**src/tmcbs_pkg.sv**
```systemverilog
// Package with format codes and the format decoder for the mip chain size block.
package tmcbs_pkg;

  localparam int DimW   = 16;
  localparam int CountW = 5;
  localparam int FmtW   = 4;
  localparam int SumW   = 32;
  localparam int ShiftW = 3;

  // Pixel format codes.
  localparam logic [FmtW-1:0] FMT_DXT1     = 4'd0;
  localparam logic [FmtW-1:0] FMT_DXT2     = 4'd1;
  localparam logic [FmtW-1:0] FMT_DXT3     = 4'd2;
  localparam logic [FmtW-1:0] FMT_DXT4     = 4'd3;
  localparam logic [FmtW-1:0] FMT_DXT5     = 4'd4;
  localparam logic [FmtW-1:0] FMT_A8R8G8B8 = 4'd5;
  localparam logic [FmtW-1:0] FMT_X8R8G8B8 = 4'd6;
  localparam logic [FmtW-1:0] FMT_R5G6B5   = 4'd7;
  localparam logic [FmtW-1:0] FMT_X1R5G5B5 = 4'd8;
  localparam logic [FmtW-1:0] FMT_A1R5G5B5 = 4'd9;
  localparam logic [FmtW-1:0] FMT_A4R4G4B4 = 4'd10;
  localparam logic [FmtW-1:0] FMT_A8L8     = 4'd11;
  localparam logic [FmtW-1:0] FMT_A8       = 4'd12;

  // Decoded format: supported, block compressed, log2 of bytes per unit.
  typedef struct packed {
    logic              supported;
    logic              block;
    logic [ShiftW-1:0] shift;
  } fmt_info_t;

  function automatic fmt_info_t decode_fmt(input logic [FmtW-1:0] fmt);
    fmt_info_t info;
    info = '0;
    case (fmt) inside
      FMT_DXT1: begin
        info = '{supported: 1'b1, block: 1'b1, shift: 3'd3};
      end
      FMT_DXT2, FMT_DXT3, FMT_DXT4, FMT_DXT5: begin
        info = '{supported: 1'b1, block: 1'b1, shift: 3'd4};
      end
      FMT_A8R8G8B8, FMT_X8R8G8B8: begin
        info = '{supported: 1'b1, block: 1'b0, shift: 3'd2};
      end
      FMT_R5G6B5, FMT_X1R5G5B5, FMT_A1R5G5B5, FMT_A4R4G4B4, FMT_A8L8: begin
        info = '{supported: 1'b1, block: 1'b0, shift: 3'd1};
      end
      FMT_A8: begin
        info = '{supported: 1'b1, block: 1'b0, shift: 3'd0};
      end
      default: begin
        info = '0;
      end
    endcase
    return info;
  endfunction

endpackage

```
**src/tmcbs_if.sv**
```systemverilog
// Request and response channel interfaces for the mip chain size block.
interface tmcbs_req_if
  import tmcbs_pkg::*;
();
  logic              valid;
  logic              ready;
  logic [DimW-1:0]   tex_width;
  logic [DimW-1:0]   tex_height;
  logic [DimW-1:0]   tex_depth;
  logic [CountW-1:0] level_count;
  logic [FmtW-1:0]   pixel_format;

  modport source (
    output valid, tex_width, tex_height, tex_depth, level_count, pixel_format,
    input  ready
  );
  modport sink (
    input  valid, tex_width, tex_height, tex_depth, level_count, pixel_format,
    output ready
  );
endinterface

interface tmcbs_rsp_if
  import tmcbs_pkg::*;
();
  logic            valid;
  logic            ready;
  logic [SumW-1:0] total_bytes;
  logic            format_error;

  modport source (output valid, total_bytes, format_error, input ready);
  modport sink   (input valid, total_bytes, format_error, output ready);
endinterface

```
**src/tmcbs_mul.sv**
```systemverilog
// Shared registered multiplier: 32 by 16 bits, low 32 bits of the product kept.
module tmcbs_mul
  import tmcbs_pkg::*;
(
  input  logic            clk,
  input  logic [SumW-1:0] a,
  input  logic [DimW-1:0] b,
  output logic [SumW-1:0] p
);

  logic [SumW+DimW-1:0] full;

  // Products wrap modulo 2^32, so only the low word is registered.
  assign full = a * b;

  always_ff @(posedge clk) begin
    p <= full[SumW-1:0];
  end

endmodule

```
**src/texture_mip_chain_byte_size.sv**
```systemverilog
// Top level: sequencer that sums the byte sizes of a texture's mip levels.
//
// One request item on req (width, height, depth, level count, pixel format)
// yields one response item on rsp (total byte size modulo 2^32, error flag).
// Both channels use a valid/ready handshake; an item moves when both are high.
// Each level uses one shared 32x16 multiplier, in S_MUL_WH and then S_MUL_D:
// first the width times the height (in pixels or in 4x4 blocks), then that
// product, scaled by the bytes per unit, times the depth. The add into the
// running sum overlaps the next level's first multiply. An unsupported format
// or a zero level count goes from idle straight to the finish step. The block
// is not ready while an item is in work.
// The response is held in an output register; the next request is accepted
// while a finished response still waits for the receiver. If the receiver
// stalls, a second finished item waits in the last step until the output
// register frees up. Synchronous reset returns the sequencer to idle and drops
// any pending response.
module texture_mip_chain_byte_size
  import tmcbs_pkg::*;
(
  input  logic      clk,
  input  logic      rst,
  tmcbs_req_if.sink   req,
  tmcbs_rsp_if.source rsp
);

  typedef enum logic [1:0] {
    S_IDLE,
    S_MUL_WH,
    S_MUL_D,
    S_FINISH
  } state_t;

  state_t            state;
  logic [DimW-1:0]   w;
  logic [DimW-1:0]   h;
  logic [DimW-1:0]   d;
  logic [CountW-1:0] remaining;
  fmt_info_t         info;
  logic [SumW-1:0]   sum;
  logic              add_pending;
  logic              err;
  logic              rsp_valid;

  fmt_info_t         req_info;
  logic [DimW:0]     w_round;
  logic [DimW:0]     h_round;
  logic [DimW-1:0]   w_eff;
  logic [DimW-1:0]   h_eff;
  logic [SumW-1:0]   scaled;
  logic [SumW-1:0]   mul_a;
  logic [DimW-1:0]   mul_b;
  logic [SumW-1:0]   mul_p;
  logic [SumW-1:0]   sum_next;

  assign req_info  = decode_fmt(req.pixel_format);
  assign req.ready = (state == S_IDLE);
  assign rsp.valid = rsp_valid;

  // Block formats count 4x4 blocks, rounded up.
  assign w_round = {1'b0, w} + (DimW+1)'(3);
  assign h_round = {1'b0, h} + (DimW+1)'(3);
  assign w_eff   = info.block ? DimW'(w_round >> 2) : w;
  assign h_eff   = info.block ? DimW'(h_round >> 2) : h;

  // Pixel or block count times bytes per unit, wrapping at 32 bits.
  assign scaled = mul_p << info.shift;

  // Operand selection for the shared multiplier.
  always_comb begin
    if (state == S_MUL_D) begin
      mul_a = scaled;
      mul_b = d;
    end else begin
      mul_a = {{(SumW-DimW){1'b0}}, w_eff};
      mul_b = h_eff;
    end
  end

  // The previous level's depth product is added from the multiplier output in the step that follows its multiply.
  assign sum_next = add_pending ? sum + mul_p : sum;

  tmcbs_mul u_mul (
    .clk (clk),
    .a   (mul_a),
    .b   (mul_b),
    .p   (mul_p)
  );

  // Sequencer with the output register.
  always_ff @(posedge clk) begin
    if (rst) begin
      state       <= S_IDLE;
      rsp_valid   <= 1'b0;
      add_pending <= 1'b0;
    end else begin
      // The finish step reloads the output register itself when it frees up.
      if (rsp_valid && rsp.ready && (state != S_FINISH)) begin
        rsp_valid <= 1'b0;
      end
      unique case (state)
        S_IDLE: begin
          add_pending <= 1'b0;
          if (req.valid) begin
            w         <= req.tex_width;
            h         <= req.tex_height;
            d         <= req.tex_depth;
            remaining <= req.level_count;
            info      <= req_info;
            sum       <= '0;
            err       <= !req_info.supported && (req.level_count != '0);
            if (req_info.supported && (req.level_count != '0)) begin
              state <= S_MUL_WH;
            end else begin
              state <= S_FINISH;
            end
          end
        end
        S_MUL_WH: begin
          sum         <= sum_next;
          add_pending <= 1'b0;
          if (w > DimW'(1)) w <= w >> 1;
          if (h > DimW'(1)) h <= h >> 1;
          state <= S_MUL_D;
        end
        S_MUL_D: begin
          add_pending <= 1'b1;
          if (d > DimW'(1)) d <= d >> 1;
          remaining <= remaining - CountW'(1);
          if (remaining == CountW'(1)) begin
            state <= S_FINISH;
          end else begin
            state <= S_MUL_WH;
          end
        end
        S_FINISH: begin
          sum         <= sum_next;
          add_pending <= 1'b0;
          if (!rsp_valid || rsp.ready) begin
            rsp.total_bytes  <= sum_next;
            rsp.format_error <= err;
            rsp_valid        <= 1'b1;
            state            <= S_IDLE;
          end
        end
        default: begin
          state <= S_IDLE;
        end
      endcase
    end
  end

endmodule

```
**src/flat_wrapper.sv**
```systemverilog
// flat-port wrapper written by rule: the top's interface ports become plain ports
module texture_mip_chain_byte_size_flat import tmcbs_pkg::*;
  (clk, rst, req_valid, req_tex_width, req_tex_height, req_tex_depth, req_level_count, req_pixel_format, req_ready, rsp_valid, rsp_total_bytes, rsp_format_error, rsp_ready);
  tmcbs_req_if req_i ();
  tmcbs_rsp_if rsp_i ();
  input  logic clk;
  input  logic rst;
  input wire logic [$bits(req_i.valid)-1:0] req_valid;
  input wire logic [$bits(req_i.tex_width)-1:0] req_tex_width;
  input wire logic [$bits(req_i.tex_height)-1:0] req_tex_height;
  input wire logic [$bits(req_i.tex_depth)-1:0] req_tex_depth;
  input wire logic [$bits(req_i.level_count)-1:0] req_level_count;
  input wire logic [$bits(req_i.pixel_format)-1:0] req_pixel_format;
  output wire logic [$bits(req_i.ready)-1:0] req_ready;
  output wire logic [$bits(rsp_i.valid)-1:0] rsp_valid;
  output wire logic [$bits(rsp_i.total_bytes)-1:0] rsp_total_bytes;
  output wire logic [$bits(rsp_i.format_error)-1:0] rsp_format_error;
  input wire logic [$bits(rsp_i.ready)-1:0] rsp_ready;
  assign req_i.valid = req_valid;
  assign req_i.tex_width = req_tex_width;
  assign req_i.tex_height = req_tex_height;
  assign req_i.tex_depth = req_tex_depth;
  assign req_i.level_count = req_level_count;
  assign req_i.pixel_format = req_pixel_format;
  assign req_ready = req_i.ready;
  assign rsp_valid = rsp_i.valid;
  assign rsp_total_bytes = rsp_i.total_bytes;
  assign rsp_format_error = rsp_i.format_error;
  assign rsp_i.ready = rsp_ready;
  texture_mip_chain_byte_size u_core (.clk(clk), .rst(rst), .req(req_i), .rsp(rsp_i));
endmodule
```
**config.mk**
```make
export PLATFORM = sky130hd
export DESIGN_NAME = texture_mip_chain_byte_size_flat
export DESIGN_NICKNAME = d
export VERILOG_FILES = /design/src/tmcbs_pkg.sv /design/src/tmcbs_if.sv /design/src/tmcbs_mul.sv /design/src/texture_mip_chain_byte_size.sv /design/src/flat_wrapper.sv
export SDC_FILE = /design/constraint.sdc
export NUM_CORES = 1
export LEC_CHECK = 0
export BUFFER_PORTS_ARGS = -buffer_cell sky130_fd_sc_hd__buf_2
export CAP_MARGIN = 20
export CORE_MARGIN = 4
export CORE_UTILIZATION = 40
export DETAILED_ROUTE_END_ITERATION = 16
export MAX_ROUTING_LAYER = met4
export PLACE_DENSITY_LB_ADDON = 0.05
export RECOVER_POWER = 50
export SYNTH_ARGS = -nofsm -noshare
export SYNTH_HDL_FRONTEND = slang
export SYNTH_SLANG_ARGS = --single-unit
```
**constraint.sdc**
```tcl
create_clock -name clk -period 15.07 [get_ports clk]
set_input_delay 2.2605 -clock clk [delete_from_list [all_inputs] [get_ports clk]]
set_output_delay 2.2605 -clock clk [all_outputs]
set_load 0.005 [all_outputs]
```
Word-level counts from Yosys, hierarchy flattened
Cells that the tools add are included.
- input port bits: 61
- logic and storage cells: 105
- register bits: 159
- output and inout bits: 35
- shift operators: 1
- $add $sub $neg: 4
- mux-type cells: 32
- multipliers: 1
- reduce and logical (&&, ||, !) cells: 27
- equal/unequal tests: 22
- bitwise logic cells: 1
- $lt $le $gt $ge: 3
- operators with widths (cell ; number):
    two-way mux 16 bit ; 9
    two-way mux 32 bit ; 3
    one-hot mux 16 bit (2 select lines) ; 3
    one-hot mux 32 bit (2 select lines) ; 1
    greater-than comparator 16 x 1 -> 1 bit, second input constant ; 3
    adder 16 x 2 -> 17 bit, second input constant ; 2
    adder 32 bit ; 1
    multiplier 32 x 16 -> 32 bit ; 1
    << shifter 32 x 3 -> 32 bit ; 1
    two-way mux 5 bit ; 6
    == test 4 bit, second input constant ; 5
    == test 4 x 3 -> 1 bit, second input constant ; 4
    AND reduction 3 bit ; 4
    AND reduction 4 bit ; 3
    one-hot mux 5 bit (2 select lines) ; 1
    OR reduction 5 bit ; 2
    == test 4 x 2 -> 1 bit, second input constant ; 2
    two-way mux 2 bit ; 4
    one-hot mux 2 bit (4 select lines) ; 1
    inequality test 2 x 1 -> 1 bit, second input constant ; 3
    inequality test 2 bit, second input constant ; 3
    nonzero test 2 bit ; 3
    == test 5 x 1 -> 1 bit, second input constant ; 1
    nonzero test 5 bit ; 1
    16 further kinds ; 24

Depth between registers and ports, before layout
Gate-level depths: netlist (run 1).
- depth after elaboration: 10
- mapped depth: 35
- depth with buffers taken out: 33

Modules after synthesis
A second synthesis (run 1) with hierarchy kept.
- cells, all modules: 2415
- area total of the unflattened synthesis: 21458.1 um^2
- modules (own cells, without submodules) (module ; instances ; area an instance (um^2) ; seq. area each (um^2) ; cells each):
    tmcbs_mul ; 1 ; 12122.9 ; 640.6 ; 1365
    texture_mip_chain_byte_size ; 1 ; 9335.2 ; 3773.6 ; 1050

Least setup slack after synthesis (run 1)
No wires, ideal clock.
- path type: reg2reg
- start point: reg u_core.w[2]
- end point: reg u_core.u_mul.p[31]
- library setup time: 0.121 ns
- data arrival time: 7.767 ns
- path slack: 7.183 ns
- buffers on the path: 0
- period minus slack after synthesis: 7.887 ns
- cell stages (with the launch flop): 31
- required time: 14.949 ns
- cells stage by stage: edfxtp_1 o21a_1 nand4_1 nor2_1 and4_1 and3_1 nand2_1 xor2_1 a211o_1 o21ai_1 nand2_1 fa_1 fa_1 fa_1 inv_1 fa_1 fa_1 inv_1 fa_1 inv_1 ha_1 a21o_1 a21oi_1 o21ai_0 a211oi_1 a211oi_1 a211o_1 a211oi_1 o21bai_1 a21o_1 xnor2_1
- word-level cells in the longest chain between the ends: 4
- ends and longest elaborated chain (element ; line ; RTL):
    start: declaration ; texture_mip_chain_byte_size.sv:34 ; logic [DimW-1:0] w;
    start signal: assignment ; texture_mip_chain_byte_size.sv:104 ; w <= req.tex_width;
    start signal: assignment ; texture_mip_chain_byte_size.sv:121 ; if (w > DimW'(1)) w <= w >> 1;
    adder 16 x 2 -> 17 bit ; texture_mip_chain_byte_size.sv:60 ; assign w_round = {1'b0, w} + (DimW+1)'(3);
    two-way mux 16 bit (*) ; texture_mip_chain_byte_size.sv:62 ; assign w_eff = info.block ? DimW'(w_round >> 2) : w;
    two-way mux 32 bit (*) ; texture_mip_chain_byte_size.sv:70 ; if (state == S_MUL_D) begin
    multiplier 32 x 16 -> 32 bit (*) ; tmcbs_mul.sv:14 ; assign full = a * b;
    net u_core.u_mul.full[31] ; tmcbs_mul.sv:11 ; logic [SumW+DimW-1:0] full;
    end signal: assignment ; tmcbs_mul.sv:17 ; p <= full[SumW-1:0];
    end: declaration ; tmcbs_mul.sv:8 ; output logic [SumW-1:0] p
The timed path passes the listed nets; every way through them passes the cells marked *.
A chain may end at the register's enable or synchronous reset.

Worst setup path after layout (run 1)
- start point: reg u_core.state[0]
- end point: reg u_core.u_mul.p[30]
- word-level cells in the longest chain between the ends: 3
- elaborated cells between the ends (all ways): 4
- those cells by class: mul: 1; eq/ne: 1; mux: 2
- ends and longest elaborated chain (element ; line ; RTL):
    start: declaration ; texture_mip_chain_byte_size.sv:33 ; state_t state;
    start signal: assignment ; texture_mip_chain_byte_size.sv:92 ; state <= S_IDLE;
    start signal: assignment ; texture_mip_chain_byte_size.sv:112 ; state <= S_MUL_WH;
    start signal: assignment ; texture_mip_chain_byte_size.sv:114 ; state <= S_FINISH;
    == test 2 bit (*) ; texture_mip_chain_byte_size.sv:70 ;
    two-way mux 32 bit or two-way mux 16 bit (tied branches) ; texture_mip_chain_byte_size.sv:70 ;
    multiplier 32 x 16 -> 32 bit (*) ; tmcbs_mul.sv:14 ;
    net u_core.u_mul.full[30] ; tmcbs_mul.sv:11 ;
Marked as above.

==> impl_metrics.py, run 1 <==
metrics = {
    "status": {
        "run_status": "finished, violations left",
        "violations": "capacitance limit, slew limit",
    },
    "timing": {
        "slew_headroom_pct": -81.7,
        "max_freq_mhz": 97.3,
        "rsz0062_at_grt": "false",
        "holdWs_ns": 0.442,
        "hold_viol_final": 0,
        "finClkSkew_ns": 0.0136,
        "setup_viol": 0,
        "slew_viol_final": 166,
        "worst_slew_pin_slew_ns": 2.73,
        "post-route-period-util_pct": 68.2,
        "period_needed_ns": 10.28,
        "fin_tns_setup_ns": 0,
    },
    "floorplan": {
        "row_count": 83,
        "die_area_um2": 56500,
        "pin_count": 96,
        "coreArea_um2": 51700,
        "die_width_um": 238,
        "initial_core_util_pct": 40.8,
        "die_h_um": 238,
    },
    "finish": {
        "final_cell_mix": "inv_1 (371), nand2_1 (365), fa_1 (305), nor2_1 (176), edfxtp_1 (123)",
        "finalNetCount": 2810,
        "drive_above_1_share_pct": 10.4,
        "area_growth_pct": 8.87,
        "final_common_cell": "inv_1",
    },
    "worst_hold_path": {
        "min_path_type": "reg2reg",
        "hold_start": "u_core.err",
    },
    "logic_synthesis": {
        "synth_cells": 2288,
        "ys_warn_count": 0,
        "syn-num-nets": 2752,
        "synth_cell_type_count": 75,
        "synth_seq_cells": 159,
        "synth_edf_count": 123,
        "synth_flop_cell": "edfxtp_1",
        "async_flop_share_pct": 0,
        "yosysSeqAreaShare_pct": 20.9,
        "synth.avg_cell_area_um2": 9.22,
        "syn-cell-area_um2": 21100,
    },
    "grt": {
        "first_global_vias": 17281,
        "grt_pass1_wl_um": 103000,
        "grtUsageTotal_pct": 24.7,
        "antenna_found_initial": 1,
        "overflow": 0,
        "grt_max_degree": 98,
    },
    "placement": {
        "dpl.hpwl_um": 51300,
        "io_buffer_count": 95,
        "gp_congestion": 0.905,
    },
    "clock_tree": {
        "numCtsBuffers": 17,
        "h-tree-depth": 4,
        "clkLatencyLatePin_ns": 0.48,
        "cts_hold_buf": 0,
        "root_buffer": "clkbuf_16",
        "clk_pin_slew_worst_paths_ns": 0.07,
        "cts_tree": "built",
        "clkSinkCount": 159,
        "cts_setup_buffers": 0,
        "cts.path.max_buffers": 2,
        "cts_resized": 0,
    },
    "worst_setup_path": {
        "start_kind": "flop",
        "critPathMaxFanout": 62,
        "arrival_ns": 10.65,
        "endpoint_kind": "flop",
        "worstPathRequired_ns": 15.43,
        "cp-startpoint": "u_core.state[0]",
        "path_class": "reg2reg",
        "reg2reg_from": "u_core.state[0]",
    },
    "route": {
        "routed_wl_um": 65400,
        "drc": 0,
        "routed-wl-met3_um": 3560,
        "drtIter0Drc": 993,
        "routed_via_density": 5.34,
        "via_count": 16233,
        "wl_per_cell_um": 21.5,
        "dr_wl_met2_um": 30600,
        "highest_layer": "met4",
        "met1_length_um": 29700,
        "antenna_left": 0,
        "dr.pass1.iters": 5,
    },
    "job": {
        "drv_cap": 4,
    },
}
critical path, stage by stage, from the launching register on:
cell and delay, ns:
dfxtp_1 0.31, buf_4 0.33, clkinv_1 0.44, nand2_2 0.14
clkbuf_1 1.93, a21oi_2 0.84, and2_1 0.41, fa_1 0.53
inv_1 0.05, fa_1 0.47, fa_1 0.52, inv_1 0.06
fa_1 0.48, fa_1 0.50, inv_1 0.05, fa_1 0.48
inv_1 0.05, ha_1 0.33, and4_1 0.26, a22o_1 0.22
a311oi_1 0.60, o22ai_1 0.25, nand2b_1 0.23, o21ai_0 0.13
o41a_1 0.33, xor2_1 0.15
routing by layer:
| metal | GRT usage, % | vias up |
|---|---|---|
| met4 | 6.42 | 0 |
| met1 | 33.0 | 8218 |
| met3 | 5.06 | 78 |
| met5 | - | - |
| li1 | - | 7518 |
| met2 | 38.7 | 419 |
sequential cells by signal (all words and copies together) (netlist names):
signal                   count
u_core.rsp.valid             1
u_core.u_mul.p              32
u_core.err                   1
u_core.state                 2
u_core.info                  4
u_core.add_pending           1
u_core.w                    16
u_core.d                    16
u_core.remaining             5
u_core.sum                  32
u_core.h                    16
u_core.rsp.total_bytes      32
u_core.rsp.format_error      1
kinds of logic after synthesis:
logic type,Yosys count,synth area share (%)
and+or+nand+nor,772,16.4
buffers and inverters,474,8.66
DFF,159,20.9
xor gates and xnor gates,79,3.58
muxes,96,6.43
adders and majority gates,403,34.8
AOI/OAI and AO/OA,305,9.29
cell type report:
| class | instances | area [µm²] |
|---|---|---|
| Clock inverter | 15 | 170 |
| Fill cell | 5096 | 28800 |
| Clock buffer | 17 | 425 |
| Multi-Input combinational cell | 1655 | 14900 |
| Inverter | 373 | 1400 |
| Tap cell | 680 | 851 |
| Timing Repair Buffer | 140 | 812 |
| Antenna cell | 2 | 5.00 |
| Sequential cell | 159 | 4410 |
worst paths after layout:
check	slack, ns	end	depth (start not counted)
worst max-delay path	4.79	u_core.u_mul.p[30]	25
worst min-delay path	0.44	u_core.rsp.format_error	0
worst min register to register	0.44	u_core.rsp.format_error	0
worst max register to register	4.79	u_core.u_mul.p[30]	25
per-stage QoR:
stage               util (%)  instances  instance area, µm²  worst slack [ns]
detailed placement      43.2       3005               22400              6.27
finish                  44.4       3041               23000              4.79
global placement        43.2       3004               22400              6.43
floorplan                  -       2288               21100              7.18
CTS                     44.4       3037               23000              6.23
global route            44.4       3039               23000              4.10
cell usage after synthesis, types with 17 or more instances:
cell,count,area (µm²)
a21o_1,44,330
a21oi_1,94,470
and2_1,58,363
and3_1,35,219
clkbuf_1,83,312
dfxtp_1,36,721
edfxtp_1,123,3690
fa_1,305,6110
ha_1,98,1230
inv_1,371,1390
mux2_2,54,608
nand2_1,366,1370
nand3_1,29,145
nor2_1,178,668
nor2b_1,21,131
nor3_1,17,85.1
o21ai_0,50,250
xnor2_1,56,490
xor2_1,18,158
Power of run 1 is not shown: default switching activity piles up to over one toggle a cycle in this logic, so the estimate is an artifact.
==> run 2, diff against run 1 <==
- clock period: 15.07 -> 10.55 ns (I/O delays scaled with it)
==> impl_metrics.py, run 2 (same netlist as run 1, synthesis figures left out) <==
metrics = {
    "finish": {
        "fin_util_pct": 44.4,
        "reg_top3": "u_core.rsp.total_bytes x32, u_core.sum x32, u_core.u_mul.p x32",
        "finalNetCount": 2813,
        "drive_above_1_share_pct": 10.5,
        "final_common_cell": "inv_1",
        "final_cells": 3043,
        "area_growth_pct": 8.90,
        "final_cell_mix": "inv_1 (371), nand2_1 (366), fa_1 (305), nor2_1 (175), edfxtp_1 (123)",
    },
    "clock_tree": {
        "clkLatencyLatePin_ns": 0.51,
        "clkSinkCount": 159,
        "h-tree-depth": 4,
        "clk_pin_slew_worst_paths_ns": 0.08,
        "root_buffer": "clkbuf_16",
        "cts_tree": "built",
        "cts_resized": 0,
        "numCtsBuffers": 17,
        "cts_hold_buf": 0,
        "cts.path.max_buffers": 2,
        "cts_setup_buffers": 0,
    },
    "grt": {
        "grt_max_degree": 53,
        "antenna_found_initial": 3,
        "grtUsageTotal_pct": 24.7,
        "grt_pass1_wl_um": 103000,
        "first_global_vias": 17148,
        "overflow": 0,
    },
    "worst_setup_path": {
        "critPathMaxFanout": 21,
        "arrival_ns": 9.71,
        "slowest_delay_ns": 0.88,
        "cpMostUsedCell": "fa_1",
        "worstPathRequired_ns": 10.92,
        "rrSetupSlack_ns": 1.21,
        "start_kind": "flop",
        "cp_slowest_cell": "clkbuf_1",
        "endpoint_kind": "flop",
        "path_class": "reg2reg",
    },
    "route": {
        "drc": 0,
        "antenna_left": 0,
        "via_count": 16218,
        "wl_per_cell_um": 21.8,
        "drtIter0Drc": 1064,
        "routed_via_density": 5.33,
        "dr.pass1.iters": 5,
        "routed_wl_um": 66200,
    },
    "job": {
        "drv_cap": 3,
    },
    "floorplan": {
        "coreArea_um2": 51700,
        "row_count": 83,
        "die_h_um": 238,
        "die_width_um": 238,
        "initial_core_util_pct": 40.8,
        "die_area_um2": 56500,
        "pin_count": 96,
    },
    "timing": {
        "slew_headroom_pct": -27.4,
        "rsz0062_at_grt": "false",
        "hold_viol_final": 0,
        "holdWs_ns": 0.434,
        "setup_viol": 0,
        "worst_slew_pin_slew_ns": 1.91,
        "post-route-period-util_pct": 88.6,
        "fin_tns_setup_ns": 0,
        "max_freq_mhz": 107,
        "slew_viol_final": 113,
        "period_needed_ns": 9.34,
        "finClkSkew_ns": 0.0297,
    },
    "status": {
        "violations": "capacitance limit, slew limit",
        "run_status": "finished, violations left",
    },
    "placement": {
        "placed_cells": 3008,
        "io_buffer_count": 95,
        "dpl.hpwl_um": 52400,
        "gp_congestion": 0.897,
    },
    "worst_hold_path": {
        "min_path_type": "reg2reg",
    },
}
## run 2: final cells by class
cell class	instances	area [µm²]
clock inverter	15	166
fill	5110	28700
clock buffer	17	425
inverter	373	1400
sequential	159	4410
tap	680	851
multi-input combinational	1655	14900
antenna	1	2.50
timing repair buffer	143	815
## run 2: path summary, 6_finish.rpt
kind / start / to / depth (start not counted)
worst max-delay path: u_core.state[0] / u_core.u_mul.p[31] / 27
worst min-delay path: u_core.err / u_core.rsp.format_error / 0
worst max register to register: u_core.state[0] / u_core.u_mul.p[31] / 27
worst min register to register: u_core.err / u_core.rsp.format_error / 0
## run 2: stage by stage
step / setup WS, ns / instance area (µm²)
2_1_floorplan: 2.66 / 21100
5_1_grt: 0.646 / 23000
4_1_cts: 1.56 / 23000
6_report: 1.21 / 23000
3_3_place_gp: 1.87 / 22400
3_5_place_dp: 1.67 / 22400
## run 2: routing by layer
layer	global-route usage (%)	vias up	wire [µm]
li1	-	7529	-
met1	33.1	8185	29800
met2	38.6	420	30600
met3	5.31	84	4280
met4	6.37	0	1580
met5	-	-	0
## run 2: worst max-delay path: cells and delay by family, from the launching register on
family / cells / cell delay (ns)
adder cells (fa/ha/maj): 7 / 3.38
XOR/XNOR: 1 / 0.12
flip-flops: 1 / 0.57
AO/OA/AOI/OAI: 9 / 1.88
AND/OR/NAND/NOR: 3 / 1.22
buffers and inverters: 7 / 2.01
Power of run 2 is left out for the same reason.
==> run 3, diff against run 2 <==
- CORE_UTILIZATION: 40 -> 45
==> impl_metrics.py, run 3 (same netlist as run 1, synthesis figures left out) <==
metrics = {
    "status": {
        "run_status": "finished, violations left",
        "violations": "capacitance limit, slew limit",
    },
    "finish": {
        "fin_util_pct": 49.1,
        "finalNetCount": 2807,
        "drive_above_1_share_pct": 10.5,
        "final_cell_mix": "inv_1 (371), nand2_1 (366), fa_1 (305), nor2_1 (175), edfxtp_1 (123)",
        "multi_input_area_um2": 14900,
        "regArea_um2": 4410,
        "final_common_cell": "inv_1",
        "fillers": 4458,
        "reg_top3": "u_core.rsp.total_bytes x32, u_core.sum x32, u_core.u_mul.p x32",
        "area_growth_pct": 8.22,
    },
    "worst_setup_path": {
        "arrival_ns": 9.53,
        "path_class": "reg2reg",
        "cpMostUsedCell": "fa_1",
        "start_kind": "flop",
        "endpoint_kind": "flop",
        "worstPathRequired_ns": 10.92,
        "critPathMaxFanout": 43,
        "slowest_delay_ns": 1.31,
        "worst_r2r_path_depth": 27,
        "rrSetupSlack_ns": 1.38,
        "cp_slowest_cell": "nand2_1",
    },
    "clock_tree": {
        "cts_setup_buffers": 0,
        "cts_tree": "built",
        "clk_pin_slew_worst_paths_ns": 0.08,
        "h-tree-depth": 4,
        "numCtsBuffers": 17,
        "clkSinkCount": 159,
        "cts_hold_buf": 0,
        "cts.path.max_buffers": 2,
        "cts_resized": 0,
        "root_buffer": "clkbuf_16",
        "clkLatencyLatePin_ns": 0.48,
    },
    "route": {
        "routed_via_density": 5.55,
        "drc": 0,
        "via_count": 16457,
        "dr.pass1.iters": 8,
        "antenna_left": 0,
        "wl_per_cell_um": 21.6,
        "routed_wl_um": 64100,
        "drtIter0Drc": 1359,
    },
    "timing": {
        "max_freq_mhz": 109,
        "finalWorstSetupSlack_ns": 1.38,
        "fin_tns_setup_ns": 0,
        "slew_viol_final": 157,
        "setup_viol": 0,
        "slew_headroom_pct": -30.0,
        "worst_slew_pin_slew_ns": 1.95,
        "finClkSkew_ns": 0.0181,
        "hold_viol_final": 0,
        "rsz0062_at_grt": "false",
        "period_needed_ns": 9.17,
        "post-route-period-util_pct": 86.9,
    },
    "placement": {
        "dpl.hpwl_um": 49900,
        "io_buffer_count": 95,
        "dp_slack_ns": 1.67,
        "gp_congestion": 0.930,
    },
    "worst_hold_path": {
        "min_path_type": "reg2reg",
        "min_path_cells": 0,
    },
    "floorplan": {
        "row_count": 79,
        "die_width_um": 225,
        "initial_core_util_pct": 45.4,
        "die_h_um": 225,
        "pin_count": 96,
        "die_area_um2": 50400,
        "coreArea_um2": 46500,
    },
    "grt": {
        "grtUsageTotal_pct": 26.9,
        "grt_max_degree": 62,
        "grt_pass1_wl_um": 99800,
        "antenna_found_initial": 2,
        "overflow": 0,
        "first_global_vias": 17158,
    },
    "job": {
        "drv_cap": 4,
    },
}
[run 3: critical path: cells and delay by family, from the launching register on]
| family | cells | cell delay (ns) |
|---|---|---|
| AND/OR/NAND/NOR | 4 | 2.29 |
| XOR/XNOR | 1 | 0.12 |
| buffers and inverters | 6 | 1.10 |
| flip-flops | 1 | 0.33 |
| adder cells (fa/ha/maj) | 7 | 3.24 |
| AO/OA/AOI/OAI | 9 | 1.94 |
[run 3: cell type report]
class                           count  area share, %
Multi-Input combinational cell   1655           65.2
Sequential cell                   159           19.3
Inverter                          373           6.13
Timing Repair Buffer              137           3.40
Tap cell                          607           3.33
Clock buffer                       18           1.92
Clock inverter                     14          0.647
Antenna cell                        1         0.0110
[run 3: final timing paths]
kind / from / endpoint
max: u_core.state[0] / u_core.u_mul.p[31]
max reg2reg: u_core.state[0] / u_core.u_mul.p[31]
min: u_core.err / u_core.rsp.format_error
min reg2reg: u_core.err / u_core.rsp.format_error
[run 3: metrics by stage]
stage,std cells,cell area (µm²),hold slack (ns)
after floorplan,2288,21100,0.400
after global placement,2930,22300,0.407
after detailed placement,2930,22300,0.423
after CTS,2962,22800,0.441
after global routing,2963,22800,0.442
final,2964,22800,0.434
[run 3: layer usage]
layer  GRT usage [%]  part of all wire [%]
met5               -                     0
met2            41.9                    46
met4            7.08                   2.5
met1            36.4                    44
met3            5.44                   6.8
Power of run 3 is left out for the same reason.
